<file path="src/hw/rtl/sdwi_pkg.sv">
`timescale 1ns / 1ps

package sdwi_pkg;

  // Capacity of one list and the widths that follow from it
  localparam int MAX_ITEMS = 16;
  localparam int IDX_W     = (MAX_ITEMS > 1) ? $clog2(MAX_ITEMS) : 1;
  localparam int CNT_W     = $clog2(MAX_ITEMS + 1);

  localparam int KEY_W = 32;
  localparam int TAG_W = 8;

  // One stored entry: key with its tag
  typedef struct packed {
    logic signed [KEY_W-1:0] key;
    logic        [TAG_W-1:0] tag;
  } ent_t;

  // Write port request into the entry store
  typedef struct packed {
    logic             en;
    logic [IDX_W-1:0] addr;
    ent_t             data;
  } wr_req_t;

  // Sequencer states, one-hot
  typedef enum logic [6:0] {
    S_LOAD      = 7'b0000001,
    S_CARRY     = 7'b0000010,
    S_CMP       = 7'b0000100,
    S_FLUSH     = 7'b0001000,
    S_EMIT_RD   = 7'b0010000,
    S_EMIT_LOAD = 7'b0100000,
    S_EMIT_HOLD = 7'b1000000
  } state_e;

endpackage

</file>
<file path="src/hw/rtl/sdwi_store.sv">
`timescale 1ns / 1ps

module sdwi_store import sdwi_pkg::*; (
  input  logic             clk_i,
  input  wr_req_t          wr_i,
  input  logic [IDX_W-1:0] rd_addr_i,
  output ent_t             rd_data_o
);

  ent_t mem_q [MAX_ITEMS];
  ent_t rd_data_q;

  // Write one entry, read one entry with registered data
  always_ff @(posedge clk_i) begin
    if (wr_i.en) begin
      mem_q[wr_i.addr] <= wr_i.data;
    end
    rd_data_q <= mem_q[rd_addr_i];
  end

  assign rd_data_o = rd_data_q;

endmodule

</file>
<file path="src/hw/rtl/sort_desc_with_index_top.sv">
`timescale 1ns / 1ps
// Load: one key per cycle; the last key of a list starts the sort.
// Sort of n stored keys: n-1 bubble passes over the entry store (one write port and
// one registered read port), each pass a carry step, one compare per pair and a flush step.
// Emit: per result one store read and one output beat held until taken; input stalled
// from the last key until the final result is taken.
// Reset clears the fill count, the drop flag and the sequencer; store contents stay undefined.

module sort_desc_with_index_top import sdwi_pkg::*; (
  input  logic                    clk_i,
  input  logic                    rst_ni,
  input  logic                    in_valid_i,
  output logic                    in_stall_o,
  input  logic signed [KEY_W-1:0] key_value_i,
  input  logic        [TAG_W-1:0] tag_i,
  input  logic                    last_in_i,
  output logic                    out_valid_o,
  input  logic                    out_stall_i,
  output logic signed [KEY_W-1:0] sorted_value_o,
  output logic        [TAG_W-1:0] sorted_tag_o,
  output logic                    last_out_o,
  output logic                    overflow_o
);

  state_e           state_q, state_d;
  logic [CNT_W-1:0] fill_q, fill_d;
  logic             drop_q, drop_d;
  logic [IDX_W-1:0] pass_len_q, pass_len_d;
  logic [IDX_W-1:0] j_q, j_d;
  logic [IDX_W-1:0] e_q, e_d;
  ent_t             carry_q, carry_d;
  ent_t             out_q, out_d;
  logic             out_last_q, out_last_d;
  logic             out_ovf_q, out_ovf_d;

  wr_req_t          wr;
  logic [IDX_W-1:0] rd_addr;
  ent_t             rd_data;
  logic             in_acc;
  logic             out_acc;
  logic             room;
  logic [CNT_W-1:0] cnt_now;

  sdwi_store u_store (
    .clk_i     (clk_i),
    .wr_i      (wr),
    .rd_addr_i (rd_addr),
    .rd_data_o (rd_data)
  );

  assign in_stall_o  = (state_q != S_LOAD);
  assign out_valid_o = (state_q == S_EMIT_HOLD);
  assign in_acc      = in_valid_i && !in_stall_o;
  assign out_acc     = out_valid_o && !out_stall_i;
  assign room        = (fill_q < CNT_W'(MAX_ITEMS));
  assign cnt_now     = room ? (fill_q + 1'b1) : fill_q;

  // Sequence load, bubble passes and emit
  always_comb begin
    state_d    = state_q;
    fill_d     = fill_q;
    drop_d     = drop_q;
    pass_len_d = pass_len_q;
    j_d        = j_q;
    e_d        = e_q;
    carry_d    = carry_q;
    out_d      = out_q;
    out_last_d = out_last_q;
    out_ovf_d  = out_ovf_q;
    wr         = '0;
    rd_addr    = '0;

    case (state_q)
      S_LOAD: begin
        if (in_acc) begin
          if (room) begin
            wr.en       = 1'b1;
            wr.addr     = fill_q[IDX_W-1:0];
            wr.data.key = key_value_i;
            wr.data.tag = tag_i;
            fill_d      = fill_q + 1'b1;
          end else begin
            drop_d = 1'b1;
          end
          if (last_in_i) begin
            e_d        = '0;
            pass_len_d = IDX_W'(cnt_now - 1'b1);
            if (cnt_now == CNT_W'(1)) begin
              state_d = S_EMIT_RD;
            end else begin
              state_d = S_CARRY;
            end
          end
        end
      end
      S_CARRY: begin
        // Take entry 0 as the sinking element, fetch entry 1
        carry_d = rd_data;
        rd_addr = IDX_W'(1);
        j_d     = '0;
        state_d = S_CMP;
      end
      S_CMP: begin
        wr.en   = 1'b1;
        wr.addr = j_q;
        if (carry_q.key < rd_data.key) begin
          wr.data = rd_data;
        end else begin
          wr.data = carry_q;
          carry_d = rd_data;
        end
        if (j_q == IDX_W'(pass_len_q - 1'b1)) begin
          state_d = S_FLUSH;
        end else begin
          rd_addr = IDX_W'(j_q + 2'd2);
          j_d     = j_q + 1'b1;
        end
      end
      S_FLUSH: begin
        // Drop the smallest element of this pass at its final place
        wr.en   = 1'b1;
        wr.addr = pass_len_q;
        wr.data = carry_q;
        rd_addr = '0;
        if (pass_len_q == IDX_W'(1)) begin
          state_d = S_EMIT_LOAD;
        end else begin
          pass_len_d = pass_len_q - 1'b1;
          state_d    = S_CARRY;
        end
      end
      S_EMIT_RD: begin
        rd_addr = e_q;
        state_d = S_EMIT_LOAD;
      end
      S_EMIT_LOAD: begin
        out_d      = rd_data;
        out_last_d = ((CNT_W'(e_q) + 1'b1) == fill_q);
        out_ovf_d  = drop_q;
        state_d    = S_EMIT_HOLD;
      end
      S_EMIT_HOLD: begin
        // Hold the beat, prefetch the next entry
        rd_addr = out_last_q ? e_q : IDX_W'(e_q + 1'b1);
        if (out_acc) begin
          if (out_last_q) begin
            fill_d  = '0;
            drop_d  = 1'b0;
            state_d = S_LOAD;
          end else begin
            e_d     = e_q + 1'b1;
            state_d = S_EMIT_LOAD;
          end
        end
      end
      default: begin
        state_d = S_LOAD;
      end
    endcase
  end

  // Control state
  always_ff @(posedge clk_i or negedge rst_ni) begin
    if (!rst_ni) begin
      state_q <= S_LOAD;
      fill_q  <= '0;
      drop_q  <= 1'b0;
    end else begin
      state_q <= state_d;
      fill_q  <= fill_d;
      drop_q  <= drop_d;
    end
  end

  // Datapath registers
  always_ff @(posedge clk_i) begin
    pass_len_q <= pass_len_d;
    j_q        <= j_d;
    e_q        <= e_d;
    carry_q    <= carry_d;
    out_q      <= out_d;
    out_last_q <= out_last_d;
    out_ovf_q  <= out_ovf_d;
  end

  assign sorted_value_o = out_q.key;
  assign sorted_tag_o   = out_q.tag;
  assign last_out_o     = out_last_q;
  assign overflow_o     = out_ovf_q;

  // Fill count never exceeds capacity
  a_fill_range: assert property (@(posedge clk_i) disable iff (!rst_ni)
    fill_q <= CNT_W'(MAX_ITEMS))
    else $error("fill count above capacity");

  // A drop only happens on a full store
  a_drop_full: assert property (@(posedge clk_i) disable iff (!rst_ni)
    drop_q |-> (fill_q == CNT_W'(MAX_ITEMS)))
    else $error("drop flag set with room left");

  // Each pass stays inside the stored entries
  a_pass_range: assert property (@(posedge clk_i) disable iff (!rst_ni)
    (state_q == S_CMP || state_q == S_FLUSH) |->
      (pass_len_q != '0 && CNT_W'(pass_len_q) < fill_q && j_q < pass_len_q))
    else $error("bubble pass out of range");

  // Emitted index stays below the list length
  a_emit_range: assert property (@(posedge clk_i) disable iff (!rst_ni)
    out_valid_o |-> (CNT_W'(e_q) < fill_q))
    else $error("emit index beyond list");

  // A final beat returns the block to loading
  a_last_done: assert property (@(posedge clk_i) disable iff (!rst_ni)
    (out_acc && last_out_o) |=> (state_q == S_LOAD && fill_q == '0))
    else $error("list not closed after final beat");

endmodule
</file>
<file path="config.mk">
export PLATFORM = sky130hd
export DESIGN_NAME = sort_desc_with_index_top
export DESIGN_NICKNAME = d
export VERILOG_FILES = /design/src/hw/rtl/sdwi_pkg.sv /design/src/hw/rtl/sdwi_store.sv /design/src/hw/rtl/sort_desc_with_index_top.sv
export SDC_FILE = /design/constraint.sdc
export NUM_CORES = 1
export LEC_CHECK = 0
export ABC_CLOCK_PERIOD_IN_PS = 5300
export BUFFER_PORTS_ARGS = -buffer_cell sky130_fd_sc_hd__buf_2
export CORE_ASPECT_RATIO = 1.75
export CORE_UTILIZATION = 49
export DETAILED_ROUTE_END_ITERATION = 8
export HOLD_SLACK_MARGIN = 0.08
export PLACE_DENSITY = 0.72
export SETUP_SLACK_MARGIN = 0.1
export SYNTH_ARGS = -nofsm -noshare
export SYNTH_HDL_FRONTEND = slang
export SYNTH_SLANG_ARGS = --single-unit
</file>
<file path="constraint.sdc">
create_clock -name clk_i -period 5.3 [get_ports clk_i]
set_input_delay 0.795 -clock clk_i [delete_from_list [all_inputs] [get_ports clk_i]]
set_output_delay 0.795 -clock clk_i [all_outputs]
set_load 0.02 [all_outputs]
</file>
==> impl_metrics.csv <==
group,metric,value,unit
yosys,synth-compound-area-share,11.6,%
drt,num_vias,19900,
cts,hold_buffers,1,
worst_hold_path,hold_class,"reg -> reg",
floorplan,initial_core_util,49.8,%
sta,fin_crit,4.21,ns
yosys,synth_top_family_by_area,"compound AO/OA/AOI/OAI gates",
cts,clk_pin_slew,0.07,ns
floorplan,core,63300,µm²
floorplan,die-area,65400,µm²
yosys,yosys_warnings,0,
cts,cts-resized-gates,0,
layout,fin_nets,2356,
grt,grt_pass1_vias,19700,
grt,overflow,0,
pwr,switching_share,30.5,%
yosys,synth.net_count,2291,
worst_setup_path,required,5.63,ns
pwr,power.leakage,12.3,nW
layout,num-fill-cells,4861,
drt,routed_via_density,6.35,
pwr,p_int,0.0116,W
yosys,ys_ff_latch,787,
cts,cts.sinks,787,
yosys,synth_xor_area_share,0.711,%
layout,multi_input_area,7740,µm²
sta,finalHoldViolations,0,
placed_design,dp_hpwl,49.3,mm
sta,fin_setup_tns,0,ns
yosys,synthTopCellsByArea,"edfxtp_1 70%, nand2_1 5.3%, a21oi_1 3.1%, dfxtp_1 2.5%, mux2i_1 2.3%",
sta,fin_ws,1.09,ns
grt,grt_pass1_wl,123,mm
drt,ant_nets,0,
pwr,combPwrFrac,22.0,%
cts,cts_tree,"done",
yosys,synthSimpleGateAreaFrac,7.69,%
drt,drtIter0Drc,2328,
drt,remaining_drc_errors,0,
drt,routedWlPerCell,26.7,µm
sta,rsz0062_at_grt,"no",
sta,worst_pin_slew,1.14,ns
pwr,pwr-share-clk,29.7,%
worst_setup_path,crit_path_max_fanout,20,
flow_run,cap_violations,0,
floorplan,fp-row-count,122,
sta,slew-limit-headroom,23.9,%
layout,syn_to_final_growth,11.8,%
worst_setup_path,cp.arrival,4.54,ns
yosys,synthCells,2206,
pwr,p_per_area,474,nW/µm²
yosys,avgSynthCellArea,14.3,µm²
sta,period_share,79.5,%
floorplan,die_y,338,µm
sta,setup_viol,0,
cts,clock-root-buffer,"clkbuf_16",
layout,regArea,23200,µm²
worst_setup_path,cp-start-kind,"flop",
grt,antenna_found_initial,3,
pwr,p_sw,0.00509,W
cts,cts_buffers,66,
run_status,status,"complete, no violations",
yosys,netlist_area,31500,µm²
pwr,p_total,0.0167,W
placed_design,place_ws,1.15,ns
cts,cts_buffer_depth,3,
placed_design,gp_congestion,0.909,
pwr,seq_power_share,48.3,%
yosys,synth_flop_cell,"edfxtp_1",
yosys,yosysUniqueCellTypes,59,
cts,clock_latency,0.61,ns
cts,post_cts.repair.setup_buffers,0,
yosys,synth_fa_ha_area_share,1.59,%
sta,slew_viol_final,0,
grt,grt_usage,25.5,%
floorplan,ioPinCount,89,
yosys,synth_top_area_share,69.9,%
yosys,synth_top_cell_by_area,"edfxtp_1",
yosys,yosysSeqAreaShare,73.5,%
sta,skew,0.0250,ns
sta,fmax,237,MHz
pwr,peakVddDrop,0.000255,V
floorplan,die_x,194,µm
yosys,async_flop_share,1.65,%
worst_setup_path,crit_type,"reg -> reg",
drt,wl,83.5,mm
layout,layout-drive-gt1-share,11.6,%
placed_design,numPortBuffers,88,
yosys,synth_edf_count,734,
worst_setup_path,worstSetupEndpointType,"flop",
grt,grt_max_degree,105,
yosys,synth_mux_area_share,2.32,%
cts,htree_levels,3,
drt,dr.pass1.iters,6,
[synthesized netlist by cell type (38+ instances only)]
cell / count
edfxtp_1: 734
nand2_1: 449
a21oi_1: 196
a32oi_1: 77
mux2i_1: 72
a22oi_1: 63
buf_2: 63
clkbuf_1: 54
nor2_1: 44
a22o_1: 42
a221o_1: 40
dfxtp_1: 40
ha_1: 40
inv_1: 40
a221oi_1: 38
[sequential cells by signal, summed over array words and instances (netlist names), 5 cells and up]
signal and flops:
carry_q 40, fill_q 5, sorted_value_o 32, sorted_tag_o 8, state_q 7, u_store.rd_data_o 40
u_store.mem_q 640
[path summary, 6_finish.rpt]
kind | slack (ns) | from | cells past startpoint | endpoint
setup / recovery | 1.09 | u_store.rd_data_o[30] | 10 | u_store.mem_q[5][10]
hold / removal | 0.46 | drop_q | 0 | overflow_o
setup reg to reg | 1.09 | u_store.rd_data_o[30] | 10 | u_store.mem_q[5][10]
hold reg to reg | 0.46 | drop_q | 0 | overflow_o
max in group asynchronous | 4.37 | rst_ni | 2 | state_q[0]
min in group asynchronous | 0.62 | rst_ni | 2 | state_q[2]
[critical path, cell delays in order, from the launching register on]
cell	delay, ns
dfxtp_1	0.47
inv_1	0.09
ha_1	0.31
nor2b_1	0.13
o21ai_0	0.33
o21ai_1	0.15
o21a_1	0.23
a311oi_2	0.41
mux2i_4	0.77
buf_4	0.48
a221o_1	0.56
[placed cells by master, fill, tap and decap left out, types with 6 or more instances in the layout]
cell type  Yosys  routed
nor2_1        44      25
and2_1         8       7
nor2_4         1      20
a21oi_1      196     195
clkbuf_8       0       7
xnor2_1       11      11
ha_1          40      40
clkinv_2       0      12
buf_2         63      88
clkbuf_1      54      12
o21ai_0       16      16
nor2b_1        6       6
a221oi_1      38      38
nand4_1        9       9
inv_1         40      40
a22o_1        42      42
a21o_1         8       8
buf_4          4      27
edfxtp_1     734     734
mux2i_1       72      70
dfxtp_1       40      40
buf_12         0      17
dfrtp_1       12      12
a32oi_1       77      77
clkbuf_16      0      69
nand2_1      449     447
nor3_1         8       8
bufinv_16      0       6
nand3_1       37      37
a221o_1       40      40
xor2_1        12      12
a31oi_1       17      17
clkinv_1       0       6
a22oi_1       63      63
nand2b_1       7       6
[per-layer routing]
layer  wire length [µm]  GRT usage, %
met1              30400          30.7
met2              42100          44.3
met3               6820          3.96
met4               4110          13.5
met5                 11             0
[layout make-up]
type / instances / area share [%]
diodes: 2 / 0.0142
clock buffers: 88 / 5.30
clock inverters: 30 / 0.898
inverters: 40 / 0.426
multi-input cells: 1243 / 22.0
flip-flops and latches: 787 / 65.7
well taps: 806 / 2.86
repair buffers: 133 / 2.82
[stage by stage]
stage / instance area (µm²) / hold WS, ns / cells / utilization, %
after floorplan: 31500 / 0.425 / 2206 / -
after global placement: 33100 / 0.440 / 3008 / 52.2
after detailed placement: 33100 / 0.441 / 3008 / 52.2
after CTS: 35200 / 0.458 / 3127 / 55.6
after global routing: 35200 / 0.461 / 3127 / 55.6
final: 35300 / 0.455 / 3129 / 55.6
[logic make-up after synthesis]
group,after synthesis
mux,73
buf+inv,176
flops,787
xor+xnor,24
simple gates,588
compound gates,518
fa+ha+maj,40
[power groups by stage]
stage               Combinational [W]  Clock (W)  Sequential, W
floorplan                     0.00262          0        0.00797
global placement              0.00352          0        0.00817
detailed placement            0.00364          0        0.00819
CTS                           0.00367    0.00500        0.00806
global route                  0.00401    0.00521        0.00811
finish                        0.00368    0.00496        0.00807
(Power assumes the default switching activity.)
